==> src/hw/rtl/oru_pkg.sv <==
// ----------------------------------------------------------------------------
// oru_pkg
// Types and constants of the occupation rank/unrank block.
// ----------------------------------------------------------------------------
`default_nettype none
package oru_pkg;

    localparam int MAX_ORBS_DEF  = 16;
    localparam int MAX_PARTS_DEF = 32;

    localparam logic [31:0] DIM_SAT = 32'hFFFF_FFFF;

    localparam logic CMD_RANK   = 1'b0;
    localparam logic CMD_UNRANK = 1'b1;

    localparam logic REG_NUM_PARTICLES = 1'b0;
    localparam logic REG_NUM_ORBITALS  = 1'b1;

    localparam logic [1:0] ST_OK    = 2'd0;
    localparam logic [1:0] ST_RANGE = 2'd1;
    localparam logic [1:0] ST_SUM   = 2'd2;

    typedef enum logic [3:0] {
        S_FILL,
        S_IDLE,
        S_DISPATCH,
        S_RK_LOOP,
        S_RK_ADD,
        S_RK_FIN,
        S_UN_TOT,
        S_UN_ORB,
        S_UN_CHK,
        S_UN_EMIT
    } t_state;

    typedef struct packed {
        logic fill;
        logic accept;
        logic rk_begin;
        logic rk_set_err;
        logic rk_next;
        logic rd_en;
        logic rd_total;
        logic rk_add;
        logic unr_begin;
        logic unr_check_total;
        logic unr_sub;
        logic unr_next;
        logic emit;
        logic end_run;
    } t_cmd;

    typedef struct packed {
        logic fill_done;
        logic is_unrank;
        logic m_zero;
        logic cnt_eq_occ;
        logic rem_zero;
        logic bad;
        logic step_stop;
        logic out_free;
    } t_sts;

    typedef struct packed {
        logic       we;
        logic       idx;
        logic [5:0] data;
    } t_cfg;

endpackage
`default_nettype wire

==> src/hw/rtl/oru_ctrl.sv <==
// ----------------------------------------------------------------------------
// oru_ctrl
// Sequencer of table fill, rank steps and unrank steps.
// ----------------------------------------------------------------------------
`default_nettype none
module oru_ctrl import oru_pkg::*; (
    input  wire  i_clk,
    input  wire  i_rst_n,
    input  wire  i_valid,
    input  t_sts i_sts,
    output t_cmd o_cmd,
    output logic o_in_stall
);

    t_state r_state;
    t_state n_state;

    always_ff @(posedge i_clk) begin
        if (!i_rst_n) begin
            r_state <= S_FILL;
        end else begin
            r_state <= n_state;
        end
    end

    always_comb begin
        n_state    = r_state;
        o_cmd      = '0;
        o_in_stall = 1'b1;
        case (r_state)
            S_FILL: begin
                o_cmd.fill = 1'b1;
                if (i_sts.fill_done) begin
                    n_state = S_IDLE;
                end
            end
            S_IDLE: begin
                o_in_stall = 1'b0;
                if (i_valid) begin
                    o_cmd.accept = 1'b1;
                    n_state      = S_DISPATCH;
                end
            end
            S_DISPATCH: begin
                if (i_sts.is_unrank) begin
                    o_cmd.rd_en     = 1'b1;
                    o_cmd.rd_total  = 1'b1;
                    o_cmd.unr_begin = 1'b1;
                    n_state         = S_UN_TOT;
                end else begin
                    o_cmd.rk_begin = 1'b1;
                    n_state        = S_RK_LOOP;
                end
            end
            S_RK_LOOP: begin
                if (i_sts.m_zero) begin
                    n_state = S_RK_FIN;
                end else if (i_sts.cnt_eq_occ) begin
                    o_cmd.rk_next = 1'b1;
                    n_state       = S_IDLE;
                end else if (i_sts.rem_zero) begin
                    o_cmd.rk_set_err = 1'b1;
                    o_cmd.rk_next    = 1'b1;
                    n_state          = S_IDLE;
                end else begin
                    o_cmd.rd_en = 1'b1;
                    n_state     = S_RK_ADD;
                end
            end
            S_RK_ADD: begin
                o_cmd.rk_add = 1'b1;
                n_state      = S_RK_LOOP;
            end
            S_RK_FIN: begin
                if (i_sts.out_free) begin
                    o_cmd.emit    = 1'b1;
                    o_cmd.end_run = 1'b1;
                    n_state       = S_IDLE;
                end
            end
            S_UN_TOT: begin
                o_cmd.unr_check_total = 1'b1;
                n_state               = S_UN_ORB;
            end
            S_UN_ORB: begin
                if (i_sts.bad || i_sts.m_zero || i_sts.rem_zero) begin
                    n_state = S_UN_EMIT;
                end else begin
                    o_cmd.rd_en = 1'b1;
                    n_state     = S_UN_CHK;
                end
            end
            S_UN_CHK: begin
                if (i_sts.step_stop) begin
                    n_state = S_UN_EMIT;
                end else begin
                    o_cmd.unr_sub = 1'b1;
                    n_state       = S_UN_ORB;
                end
            end
            S_UN_EMIT: begin
                if (i_sts.out_free) begin
                    o_cmd.emit = 1'b1;
                    if (i_sts.m_zero) begin
                        o_cmd.end_run = 1'b1;
                        n_state       = S_IDLE;
                    end else begin
                        o_cmd.unr_next = 1'b1;
                        n_state        = S_UN_ORB;
                    end
                end
            end
            default: begin
                n_state = S_IDLE;
            end
        endcase
    end

endmodule
`default_nettype wire

==> config.mk <==
export PLATFORM = sky130hd
export DESIGN_NAME = oru_ctrl
export DESIGN_NICKNAME = d
export VERILOG_FILES = /design/src/hw/rtl/oru_pkg.sv /design/src/hw/rtl/oru_ctrl.sv
export SDC_FILE = /design/constraint.sdc
export NUM_CORES = 1
export LEC_CHECK = 0
export BUFFER_PORTS_ARGS = -buffer_cell sky130_fd_sc_hd__buf_2
export CORE_UTILIZATION = 38
export CTS_CLUSTER_SIZE = 40
export DETAILED_ROUTE_END_ITERATION = 8
export GPL_TIMING_DRIVEN = 1
export PLACE_DENSITY = 0.7
export SETUP_SLACK_MARGIN = 0.3
export SLEW_MARGIN = 20
export SYNTH_ARGS = -nofsm -noshare
export SYNTH_HDL_FRONTEND = slang
export SYNTH_SLANG_ARGS = --single-unit
==> constraint.sdc <==
create_clock -name i_clk -period 1.3 [get_ports i_clk]
set_input_delay 0.26 -clock i_clk [delete_from_list [all_inputs] [get_ports i_clk]]
set_output_delay 0.26 -clock i_clk [all_outputs]
set_load 0.1 [all_outputs]
==> load_flow_metrics.sql, run 1 <==
INSERT INTO impl_metrics (metric_group, metric, value, unit) VALUES
('place', 'portBuffers', '25', ''),
('floorplan', 'design.portCount', '26', ''),
('synth', 'yosys.cell_count.top_type', 'sky130_fd_sc_hd__nor3_1', ''),
('synth', 'synth_top_area_cell', 'sky130_fd_sc_hd__dfxtp_1', ''),
('synth', 'async_reset_ff_frac', '0', ''),
('synth', 'syn-instance-count', '71', ''),
('synth', 'ys_ff_latch', '4', ''),
('synth', 'synth_warnings', '0', ''),
('synth', 'postSynthNetCount', '82', ''),
('status', 'outcome', 'stopped before the end', ''),
('synth', 'synthesis.area', '500', 'um2'),
('floorplan', 'die-height', '38.3', 'um'),
('synth', 'synthTopCellsByArea', 'sky130_fd_sc_hd__dfxtp_1 16%, sky130_fd_sc_hd__nor3_1 6.0%, sky130_fd_sc_hd__a21o_1 4.5%', ''),
('synth', 'synth_top_area_share', '0.160', ''),
('floorplan', 'placement_rows', '12', ''),
('synth', 'synth.lib_cells_used.distinct', '39', ''),
('status', 'stop_stage', '3_5_place_dp', ''),
('synth', 'post_synth_most_frequent_cells', '6 x sky130_fd_sc_hd__nor3_1, 4 x sky130_fd_sc_hd__dfxtp_1, 4 x sky130_fd_sc_hd__inv_1, 4 x sky130_fd_sc_hd__nand2_1, 4 x sky130_fd_sc_hd__nor2_1', ''),
('place', 'hpwlAfterDp', '2330', 'um'),
('synth', 'synth_enable_flop_cells', '0', ''),
('place', 'gp_congestion', '0.854', ''),
('synth', 'mean_instance_size_in_the_synthesized_netlist', '7.05', 'um2'),
('floorplan', 'dieWidth', '38.3', 'um'),
('synth', 'yosys_most_used_dff', 'sky130_fd_sc_hd__dfxtp_1', ''),
('floorplan', 'initial_utilization', '0.427', ''),
('synth', 'synth-seq-area-share', '0.160', ''),
('status', 'error', '[ERROR DPL-0033] detailed placement checks failed during check placement.', '');
## cell families after synthesis
logic type             count (synthesis)  synth area share
AO/OA/AOI/OAI                         20             0.300
XOR/XNOR                               1            0.0175
flip-flops                             4             0.160
buffers and inverters                 12             0.110
AND/OR/NAND/NOR                       34             0.413
## per-stage QoR
step / cells / instance area, um2 / hold WS (ns) / setup slack (ns)
floorplan: 71 / 702 / 0.375 / -0.787
global placement: 126 / 1160 / 0.530 / -0.236
==> run 2, diff against run 1 <==
CORE_AREA = 2 2 63 65   (was default)
CORE_UTILIZATION = default   (was 38)
CTS_CLUSTER_SIZE = default   (was 40)
DIE_AREA = 0 0 65 67   (was default)
PLACE_DENSITY = default   (was 0.7)
PLACE_DENSITY_LB_ADDON = 0.15   (was default)
SETUP_SLACK_MARGIN = default   (was 0.3)
clock period = 1.7 ns   (was 1.3 ns; I/O delays follow)
==> load_flow_metrics.sql, run 2 <==
INSERT INTO impl_metrics (metric_group, metric, value, unit) VALUES
('sta', 'fin_tns_setup', '-0.0293', 'ns'),
('status', 'outcome', 'finished with violations', ''),
('synth', 'synth_warnings', '0', ''),
('synth', 'synthTopCellsByArea', 'sky130_fd_sc_hd__dfxtp_1 16%, sky130_fd_sc_hd__nor3_1 6.0%, sky130_fd_sc_hd__a21o_1 4.5%', ''),
('synth', 'synth.lib_cells_used.distinct', '39', ''),
('clock_network', 'tritoncts.num_buffers', '3', ''),
('finish', 'area_growth_syn_to_layout', '152', '%'),
('power_and_ir_drop', 'fin_total_pwr', '0.494', 'mW'),
('clock_network', 'worst_skew_pair.late_latency', '0.21', 'ns'),
('detailed_routing', 'routed_via_count', '716', ''),
('grt', 'pin_count_of_the_biggest_net_entering_global_routing', '9', ''),
('sta', 'period_share', '1.01', ''),
('finish', 'largest_reg_flops', '4', ''),
('finish', 'final_common_cell', 'sky130_fd_sc_hd__buf_12', ''),
('synth', 'yosys_most_used_dff', 'sky130_fd_sc_hd__dfxtp_1', ''),
('detailed_routing', 'detailedRoute.firstPassIterationCount', '4', ''),
('power_and_ir_drop', 'static-leakage-power', '0.516', 'nW'),
('sta', 'fmax', '581', 'MHz'),
('synth', 'synthesis.area', '500', 'um2'),
('setup_path', 'crit_arrival', '1.38', 'ns'),
('setup_path', 'worst_setup_path_start_kind', 'flip-flop', ''),
('synth', 'synth_enable_flop_cells', '0', ''),
('place', 'gp_congestion', '0.739', ''),
('sta', 'slew-limit-headroom', '0.736', ''),
('clock_network', 'worst_setup_hold_path_clk_slew', '0.03', 'ns'),
('synth', 'postSynthNetCount', '82', ''),
('clock_network', 'clock_tree_from_tritoncts', 'done', ''),
('detailed_routing', 'total_wire_length_after_detailed_routing', '2100', 'um'),
('floorplan', 'die_area', '0.00436', 'mm2'),
('sta', 'final.setup_skew', '0.00424', 'ns'),
('clock_network', 'clock_tree.htree_level_count', '1', ''),
('sta', 'timing.hold.ws', '0.417', 'ns'),
('finish', 'register_area', '95.1', 'um2'),
('power_and_ir_drop', 'peakVddDrop', '0.237', 'mV'),
('setup_path', 'rr_worst_depth', '5', ''),
('floorplan', 'design.portCount', '26', ''),
('worst_hold_path', 'worst_hold_path_type', 'input pin to flip-flop', ''),
('finish', 'final_net_count', '124', ''),
('floorplan', 'initial_utilization', '0.139', ''),
('floorplan', 'placement_rows', '22', ''),
('power_and_ir_drop', 'p_per_area', '391', 'mW/mm2'),
('finish', 'drive_above_1_share', '0.685', ''),
('place', 'portBuffers', '25', ''),
('grt', 'antenna_found_initial', '0', ''),
('clock_network', 'clock_sinks', '4', ''),
('synth', 'synth-seq-area-share', '0.160', ''),
('finish', 'fin_cells', '159', ''),
('synth', 'synth_top_area_share', '0.160', ''),
('grt', 'first_global_vias', '737', ''),
('synth', 'async_reset_ff_frac', '0', ''),
('floorplan', 'dieWidth', '65', 'um'),
('synth', 'yosys.cell_count.top_type', 'sky130_fd_sc_hd__nor3_1', ''),
('grt', 'first_pass_grt_wire_length', '3370', 'um'),
('detailed_routing', 'number_of_vias_per_cell_after_detailed_routing', '4.50', ''),
('finish', 'postLayoutCoreUtil', '0.350', ''),
('sta', 'final_hold_viol_count', '0', ''),
('synth', 'ys_ff_latch', '4', ''),
('floorplan', 'die-height', '67', 'um'),
('finish', 'register_with_the_most_flip_flops', 'r_state', ''),
('finish', 'largest_registers', 'r_state x4', ''),
('finish', 'antennaDiodeCount', '0', ''),
('setup_path', 'critical_path_required', '1.36', 'ns'),
('worst_hold_path', 'number_of_instances_on_the_worst_hold_path', '3', ''),
('flow_run', 'cap_violations', '0', ''),
('grt', 'groute.usage.overall', '0.0982', ''),
('synth', 'mean_instance_size_in_the_synthesized_netlist', '7.05', 'um2'),
('clock_network', 'max-clock-path-buffers', '2', ''),
('finish', 'fillers', '371', ''),
('clock_network', 'postCtsHoldBufs', '0', ''),
('finish', 'layout_common_cells', '16 x sky130_fd_sc_hd__buf_12, 14 x sky130_fd_sc_hd__buf_4, 10 x sky130_fd_sc_hd__buf_2', ''),
('sta', 'finalMaxSlewViolations', '0', ''),
('detailed_routing', 'detail_route.drc_violations', '0', ''),
('setup_path', 'critPathKind', 'flip-flop to primary output', ''),
('place', 'place.detailed.instances', '149', ''),
('sta', 'finalWorstSetupSlack', '-0.0208', 'ns'),
('setup_path', 'cp_max_fo', '8', ''),
('clock_network', 'clockRootBuffer', 'sky130_fd_sc_hd__clkbuf_8', ''),
('status', 'failed_checks', 'setup timing', ''),
('grt', 'globalRouteOverflowTotal', '0', ''),
('detailed_routing', 'first_iter_violations', '10', ''),
('sta', 'worst_slew_pin_slew', '0.393', 'ns'),
('synth', 'post_synth_most_frequent_cells', '6 x sky130_fd_sc_hd__nor3_1, 4 x sky130_fd_sc_hd__dfxtp_1, 4 x sky130_fd_sc_hd__inv_1, 4 x sky130_fd_sc_hd__nand2_1, 4 x sky130_fd_sc_hd__nor2_1', ''),
('sta', 'rsz0062_at_grt', 'yes', ''),
('floorplan', 'fp.coreArea', '0.00361', 'mm2'),
('synth', 'synth_top_area_cell', 'sky130_fd_sc_hd__dfxtp_1', ''),
('setup_path', 'cp-end-kind', 'primary output', ''),
('detailed_routing', 'route.detailed.wl_per_inst', '13.2', 'um'),
('place', 'hpwlAfterDp', '1620', 'um'),
('synth', 'syn-instance-count', '71', ''),
('finish', 'multi_input_comb_area', '536', 'um2'),
('sta', 'finalSetupViolCount', '3', ''),
('detailed_routing', 'route.antenna.remaining_nets', '0', ''),
('sta', 'period_needed', '1.72', 'ns');
run 2: timing repair:
item                                    in CTS  in global routing
pin swaps                                    6                  6
setup buffers                                6                  1
resized for setup                           14                  6
endpoints found under the setup margin      12                 10
run 2: worst max-delay path, stage by stage (launching register included):
cell and delay (ns):
sky130_fd_sc_hd__dfxtp_4 0.36, sky130_fd_sc_hd__or2_4 0.28, sky130_fd_sc_hd__nor4b_4 0.31, sky130_fd_sc_hd__buf_12 0.21
run 2: cell families (layout without fill, tap and decap cells):
family,count (synthesis),count (layout),share of synthesized area
compound gates,20,20,0.300
xor+xnor,1,1,0.0175
buf+inv,12,52,0.110
flops,4,4,0.160
simple gates,34,34,0.413
run 2: final timing paths:
kind	from	end	slack (ns)
setup / recovery	r_state[3]$_SDFFE_PN0P_	o_cmd[9]	-0.02
hold / removal	i_rst_n	r_state[0]$_SDFFE_PN0P_	0.42
setup reg to reg	r_state[3]$_SDFFE_PN0P_	r_state[2]$_SDFFE_PN0P_	0.09
hold reg to reg	r_state[3]$_SDFFE_PN0P_	r_state[0]$_SDFFE_PN0P_	0.73
run 2: layer usage:
layer,GRT usage,part of all wire,routed length (um)
met5,0,0,0
met4,0.0160,0,0
met3,0.0203,0.048,101
met2,0.165,0.50,1050
met1,0.131,0.45,953
run 2: metrics by stage:
| stage | cell area, um2 | setup slack [ns] |
|---|---|---|
| after detailed placement | 1090 | -0.0108 |
| final | 1260 | -0.0208 |
| after floorplan | 658 | -0.467 |
| after global placement | 1090 | 0.0136 |
| after CTS | 1220 | -0.0757 |
| after global routing | 1260 | -0.0590 |
run 2: where the power goes:
group | total [mW] | leakage, nW | switching [mW] | internal (mW)
clock | 0.196 | 0.0216 | 0.0451 | 0.151
sequential | 0.101 | 0.0355 | 0.00783 | 0.0936
combinational | 0.196 | 0.459 | 0.122 | 0.0745
total | 0.494 | 0.516 | 0.175 | 0.319
run 2: cell type report:
type,instances,area share
inverters,6,0.0178
well taps,48,0.0475
multi-input cells,55,0.424
repair buffers,43,0.403
clock buffers,3,0.0327
flip-flops and latches,4,0.0752
(Power assumes the default switching activity.)
==> run 3, diff against run 2 <==
PLACE_DENSITY_LB_ADDON = 0.25   (was 0.15)
==> load_flow_metrics.sql, run 3 (synthesis results as in run 2) <==
INSERT INTO impl_metrics (metric_group, metric, value, unit) VALUES
('setup_path', 'critPathKind', 'flip-flop to primary output', ''),
('grt', 'pin_count_of_the_biggest_net_entering_global_routing', '13', ''),
('power_and_ir_drop', 'p_per_area', '401', 'mW/mm2'),
('setup_path', 'worst_setup_path_start_kind', 'flip-flop', ''),
('worst_hold_path', 'hold_start', 'i_rst_n', ''),
('setup_path', 'cpPeakStageDelay', '0.36', 'ns'),
('floorplan', 'die_area', '0.00436', 'mm2'),
('setup_path', 'r2r-end', 'r_state[2]$_SDFFE_PN0P_', ''),
('status', 'outcome', 'finished with violations', ''),
('finish', 'register_with_the_most_flip_flops', 'r_state', ''),
('setup_path', 'timing.rr.start', 'r_state[2]$_SDFFE_PN0P_', ''),
('finish', 'largest_reg_flops', '4', ''),
('floorplan', 'dieWidth', '65', 'um'),
('setup_path', 'cpMaxStageDelayCell', 'sky130_fd_sc_hd__dfxtp_4', ''),
('place', 'hpwlAfterDp', '1540', 'um'),
('place', 'gp_congestion', '0.719', ''),
('clock_network', 'max-clock-path-buffers', '2', ''),
('sta', 'finalSetupViolCount', '4', ''),
('power_and_ir_drop', 'fin_total_pwr', '0.514', 'mW'),
('power_and_ir_drop', 'peakVddDrop', '0.164', 'mV'),
('detailed_routing', 'number_of_vias_per_cell_after_detailed_routing', '4.39', ''),
('detailed_routing', 'detail_route.drc_violations', '0', ''),
('finish', 'postLayoutCoreUtil', '0.356', ''),
('worst_hold_path', 'worst_hold_path.endpoint', 'r_state[0]$_SDFFE_PN0P_', ''),
('sta', 'rsz0062_at_grt', 'yes', ''),
('sta', 'final_hold_viol_count', '0', ''),
('finish', 'area_growth_syn_to_layout', '156', '%'),
('sta', 'timing.hold.ws', '0.386', 'ns'),
('sta', 'fmax', '576', 'MHz'),
('worst_hold_path', 'worst_hold_path_type', 'input pin to flip-flop', ''),
('setup_path', 'cp-end-kind', 'primary output', ''),
('place', 'placed_cell_area', '0.00108', 'mm2'),
('sta', 'slew-limit-headroom', '0.672', ''),
('clock_network', 'worst_setup_hold_path_clk_slew', '0.03', 'ns'),
('floorplan', 'initial_utilization', '0.139', ''),
('clock_network', 'clock_sinks', '4', ''),
('sta', 'period_share', '1.02', ''),
('setup_path', 'startpoint', 'r_state[2]$_SDFFE_PN0P_', ''),
('finish', 'final_net_count', '126', ''),
('detailed_routing', 'routed_via_count', '707', ''),
('grt', 'first_global_vias', '667', ''),
('grt', 'groute.usage.overall', '0.0912', ''),
('detailed_routing', 'total_wire_length_after_detailed_routing', '2030', 'um'),
('detailed_routing', 'route.detailed.wl_per_inst', '12.6', 'um'),
('grt', 'globalRouteOverflowTotal', '0', ''),
('floorplan', 'placement_rows', '22', ''),
('sta', 'worst_slew_pin_slew', '0.487', 'ns'),
('detailed_routing', 'first_iter_violations', '21', ''),
('clock_network', 'worst_skew_pair.late_latency', '0.21', 'ns'),
('finish', 'drive_above_1_share', '0.699', ''),
('floorplan', 'fp.coreArea', '0.00361', 'mm2'),
('worst_hold_path', 'number_of_instances_on_the_worst_hold_path', '3', ''),
('grt', 'first_pass_grt_wire_length', '3170', 'um'),
('sta', 'finalMaxSlewViolations', '0', ''),
('status', 'failed_checks', 'setup timing', ''),
('place', 'portBuffers', '25', ''),
('grt', 'antenna_found_initial', '0', ''),
('detailed_routing', 'detailedRoute.firstPassIterationCount', '4', ''),
('detailed_routing', 'route.antenna.remaining_nets', '0', ''),
('setup_path', 'cpLargestDelayFamily', 'simple AND/OR/NAND/NOR gates', ''),
('finish', 'final_common_cell', 'sky130_fd_sc_hd__buf_4', ''),
('clock_network', 'clockRootBuffer', 'sky130_fd_sc_hd__clkbuf_8', ''),
('power_and_ir_drop', 'static-leakage-power', '0.536', 'nW'),
('clock_network', 'clock_tree_from_tritoncts', 'done', ''),
('setup_path', 'reg2reg_slack', '0.03', 'ns'),
('setup_path', 'cp_max_fo', '6', ''),
('floorplan', 'design.portCount', '26', ''),
('finish', 'largest_registers', 'r_state x4', ''),
('sta', 'final.setup_skew', '0.00195', 'ns'),
('setup_path', 'rr_worst_depth', '7', ''),
('setup_path', 'critical_path_required', '1.36', 'ns'),
('finish', 'antennaDiodeCount', '0', ''),
('setup_path', 'buffers_and_inverters_on_the_worst_path', '1', ''),
('sta', 'period_needed', '1.74', 'ns'),
('floorplan', 'die-height', '67', 'um'),
('finish', 'layout_common_cells', '16 x sky130_fd_sc_hd__buf_4, 15 x sky130_fd_sc_hd__buf_12, 10 x sky130_fd_sc_hd__buf_2', ''),
('clock_network', 'clock_tree.htree_level_count', '1', ''),
('clock_network', 'tritoncts.num_buffers', '3', ''),
('setup_path', 'crit_arrival', '1.40', 'ns'),
('setup_path', 'path_cells', 'or2_4 -> nor4b_4 -> buf_12', ''),
('flow_run', 'cap_violations', '0', ''),
('finish', 'design_area', '0.00128', 'mm2'),
('sta', 'finalWorstSetupSlack', '-0.0376', 'ns');
-- run 3: worst max path at each step --
stage | to | slack (ns) | cells after the start
after floorplan | o_cmd[9] | -0.47 | 3
after global placement | r_state[2]$_SDFFE_PN0P_ | -0.004 | 5
after detailed placement | r_state[2]$_SDFFE_PN0P_ | -0.03 | 5
after CTS | o_cmd[9] | -0.08 | 3
after global routing | o_cmd[3] | -0.08 | 3
final | o_cmd[9] | -0.04 | 3
-- run 3: layout make-up --
class                   instances  area [um2]
clock buffers                   3        41.3
well taps                      48        60.1
fillers                       359        2320
multi-input cells              55         548
flip-flops and latches          4        92.6
repair buffers                 45         515
inverters                       6        25.0
-- run 3: repair_timing --
item / 4_1_cts / 5_1_grt
endpoints found under the setup margin: 14 / 12
resized for setup: 12 / 13
hold buffers: 0 / 0
buffers inserted: 4 / 6
pin swaps: 3 / 7
-- run 3: metrics by stage --
stage	instances	setup WS [ns]	setup TNS, ns
finish	161	-0.0376	-0.0907
global route	161	-0.0844	-0.411
CTS	155	-0.0825	-0.253
detailed placement	148	-0.0318	-0.0318
global placement	148	-0.00434	-0.00434
floorplan	71	-0.467	-2.40
-- run 3: worst reg2reg max path, stage by stage, from the launching register on --
cell	delay, ns
sky130_fd_sc_hd__dfxtp_4	0.36
sky130_fd_sc_hd__buf_6	0.14
sky130_fd_sc_hd__buf_4	0.13
sky130_fd_sc_hd__nor4b_1	0.25
sky130_fd_sc_hd__buf_4	0.17
sky130_fd_sc_hd__a221o_1	0.20
sky130_fd_sc_hd__nor3_2	0.06
sky130_fd_sc_hd__a311oi_1	0.25
-- run 3: per-layer routing --
layer	GRT usage	share of wire
met5	0	0
met4	0	0
met3	0.0203	0.048
met2	0.170	0.52
met1	0.113	0.44
-- run 3: power by group --
part	internal (mW)	leakage (nW)	switching, mW
Combinational	0.0884	0.479	0.127
Clock	0.151	0.0216	0.0466
Sequential	0.0939	0.0352	0.00751
==> run 4, diff against run 3 <==
RECOVER_POWER = 50   (was default)
SETUP_SLACK_MARGIN = 0.1   (was default)
SLEW_MARGIN = default   (was 20)
==> load_flow_metrics.sql, run 4 (synthesis results as in run 2) <==
INSERT INTO impl_metrics (metric_group, metric, value, unit) VALUES
('floorplan', 'die-height', '67', 'um'),
('clock_network', 'clock_sinks', '4', ''),
('detailed_routing', 'route.antenna.remaining_nets', '0', ''),
('finish', 'antennaDiodeCount', '0', ''),
('clock_network', 'clock_tree.htree_level_count', '1', ''),
('setup_path', 'critical_path_required', '1.36', 'ns'),
('detailed_routing', 'detail_route.drc_violations', '0', ''),
('status', 'failed_checks', 'setup timing', ''),
('clock_network', 'clockRootBuffer', 'sky130_fd_sc_hd__clkbuf_8', ''),
('clock_network', 'clock_tree_from_tritoncts', 'done', ''),
('floorplan', 'initial_utilization', '0.139', ''),
('grt', 'antenna_found_initial', '0', ''),
('status', 'outcome', 'finished with violations', ''),
('finish', 'register_with_the_most_flip_flops', 'r_state', ''),
('setup_path', 'cp_max_fo', '8', ''),
('finish', 'postLayoutCoreUtil', '0.381', ''),
('setup_path', 'startpoint', 'r_state[3]$_SDFFE_PN0P_', ''),
('worst_hold_path', 'worst_hold_path_type', 'input pin to flip-flop', ''),
('sta', 'finalMaxSlewViolations', '0', ''),
('finish', 'drive_above_1_share', '0.723', ''),
('detailed_routing', 'highest_layer', 'met4', ''),
('finish', 'multi_input_comb_area', '566', 'um2'),
('detailed_routing', 'routed_via_count', '723', ''),
('grt', 'globalRouteOverflowTotal', '0', ''),
('setup_path', 'path_cells', 'or2_4 -> nor4b_4 -> buf_12', ''),
('place', 'portBuffers', '25', ''),
('finish', 'final_common_cell', 'sky130_fd_sc_hd__buf_4', ''),
('place', 'place.detailed.instances', '151', ''),
('sta', 'worst_slew_pin_slew', '0.275', 'ns'),
('power_and_ir_drop', 'fin_total_pwr', '0.530', 'mW'),
('setup_path', 'crit_arrival', '1.40', 'ns'),
('detailed_routing', 'wirelength_met1', '1050', 'um'),
('place', 'hpwlAfterDp', '1630', 'um'),
('sta', 'final_hold_viol_count', '0', ''),
('setup_path', 'cp-end-kind', 'primary output', ''),
('sta', 'fmax', '575', 'MHz'),
('finish', 'largest_registers', 'r_state x4', ''),
('grt', 'first_global_vias', '776', ''),
('power_and_ir_drop', 'peakVddDrop', '0.101', 'mV'),
('grt', 'pin_count_of_the_biggest_net_entering_global_routing', '11', ''),
('place', 'placed_cell_area', '0.00110', 'mm2'),
('setup_path', 'cpLargestDelayFamily', 'simple AND/OR/NAND/NOR gates', ''),
('clock_network', 'max-clock-path-buffers', '2', ''),
('sta', 'period_needed', '1.74', 'ns'),
('setup_path', 'cpPeakStageDelay', '0.36', 'ns'),
('floorplan', 'placement_rows', '22', ''),
('detailed_routing', 'dr_wl_met2', '1070', 'um'),
('clock_network', 'postCtsHoldBufs', '0', ''),
('clock_network', 'worst_skew_pair.late_latency', '0.21', 'ns'),
('worst_hold_path', 'hold_start', 'i_rst_n', ''),
('finish', 'design_area', '0.00137', 'mm2'),
('sta', 'period_share', '1.02', ''),
('grt', 'first_pass_grt_wire_length', '3670', 'um'),
('detailed_routing', 'route.met3.wl', '76', 'um'),
('sta', 'final.setup_skew', '0.00261', 'ns'),
('sta', 'slew-limit-headroom', '0.814', ''),
('finish', 'fin_cells', '167', ''),
('detailed_routing', 'first_iter_violations', '27', ''),
('finish', 'fillers', '357', ''),
('flow_run', 'cap_violations', '0', ''),
('finish', 'layout_common_cells', '17 x sky130_fd_sc_hd__buf_4, 16 x sky130_fd_sc_hd__buf_12, 10 x sky130_fd_sc_hd__buf_2', ''),
('place', 'gp_congestion', '0.868', ''),
('setup_path', 'worst_setup_path_start_kind', 'flip-flop', ''),
('finish', 'largest_reg_flops', '4', ''),
('detailed_routing', 'detailedRoute.firstPassIterationCount', '4', ''),
('setup_path', 'cpMaxStageDelayCell', 'sky130_fd_sc_hd__dfxtp_4', ''),
('detailed_routing', 'route.detailed.wl_per_inst', '13.4', 'um'),
('floorplan', 'die_area', '0.00436', 'mm2'),
('floorplan', 'fp.coreArea', '0.00361', 'mm2'),
('finish', 'area_growth_syn_to_layout', '174', '%'),
('floorplan', 'design.portCount', '26', ''),
('clock_network', 'worst_setup_hold_path_clk_slew', '0.03', 'ns'),
('grt', 'groute.usage.overall', '0.108', ''),
('power_and_ir_drop', 'p_per_area', '386', 'mW/mm2'),
('power_and_ir_drop', 'static-leakage-power', '0.574', 'nW'),
('sta', 'rsz0062_at_grt', 'yes', ''),
('sta', 'finalWorstSetupSlack', '-0.0381', 'ns'),
('setup_path', 'timing.rr.start', 'r_state[3]$_SDFFE_PN0P_', ''),
('detailed_routing', 'number_of_vias_per_cell_after_detailed_routing', '4.33', ''),
('setup_path', 'critPathKind', 'flip-flop to primary output', ''),
('setup_path', 'buffers_and_inverters_on_the_worst_path', '1', ''),
('sta', 'fin_tns_setup', '-0.139', 'ns'),
('finish', 'register_area', '95.1', 'um2'),
('floorplan', 'dieWidth', '65', 'um'),
('sta', 'finalSetupViolCount', '6', ''),
('finish', 'final_net_count', '132', ''),
('clock_network', 'tritoncts.num_buffers', '3', ''),
('detailed_routing', 'total_wire_length_after_detailed_routing', '2240', 'um');
-- run 4: report_power, final --
part           switching (mW)  internal [mW]
Clock                  0.0477          0.151
Sequential            0.00778         0.0936
Combinational           0.134         0.0960
-- run 4: final cells by class --
type / count / area share
clock buffers: 3 / 0.0301
inverters: 6 / 0.0164
multi-input cells: 55 / 0.412
flip-flops and latches: 4 / 0.0693
well taps: 48 / 0.0438
repair buffers: 51 / 0.428
-- run 4: repair_timing --
action,CTS,global route
setup buffers,9,4
endpoints found under the setup margin,16,16
gates resized for setup,25,8
pin swaps,5,6
-- run 4: layer usage --
metal | GRT usage | up-vias
li1 | - | 365
met1 | 0.154 | 335
met2 | 0.165 | 21
met3 | 0.0152 | 2
met4 | 0.0346 | 0
met5 | 0 | -
-- run 4: final timing paths --
| check | end | slack [ns] | depth (start not counted) |
|---|---|---|---|
| worst max-delay path | o_cmd[9] | -0.04 | 3 |
| worst min-delay path | r_state[0]$_SDFFE_PN0P_ | 0.38 | 3 |
| worst max register to register | r_state[2]$_SDFFE_PN0P_ | 0.17 | 4 |
| worst min register to register | r_state[0]$_SDFFE_PN0P_ | 0.69 | 2 |
-- run 4: worst reg2reg max path, stage by stage (launching register included) --
cell and delay, ns:
sky130_fd_sc_hd__dfxtp_4 0.38, sky130_fd_sc_hd__or3b_4 0.42, sky130_fd_sc_hd__a21o_1 0.20, sky130_fd_sc_hd__nor2b_1 0.13, sky130_fd_sc_hd__a311oi_1 0.28
-- run 4: stage by stage --
step	hold WS [ns]	setup WS (ns)
6_report	0.380	-0.0381
5_1_grt	0.396	-0.0788
4_1_cts	0.373	-0.0542
3_5_place_dp	0.613	0.00433
3_3_place_gp	0.607	0.0331
2_1_floorplan	0.463	-0.467
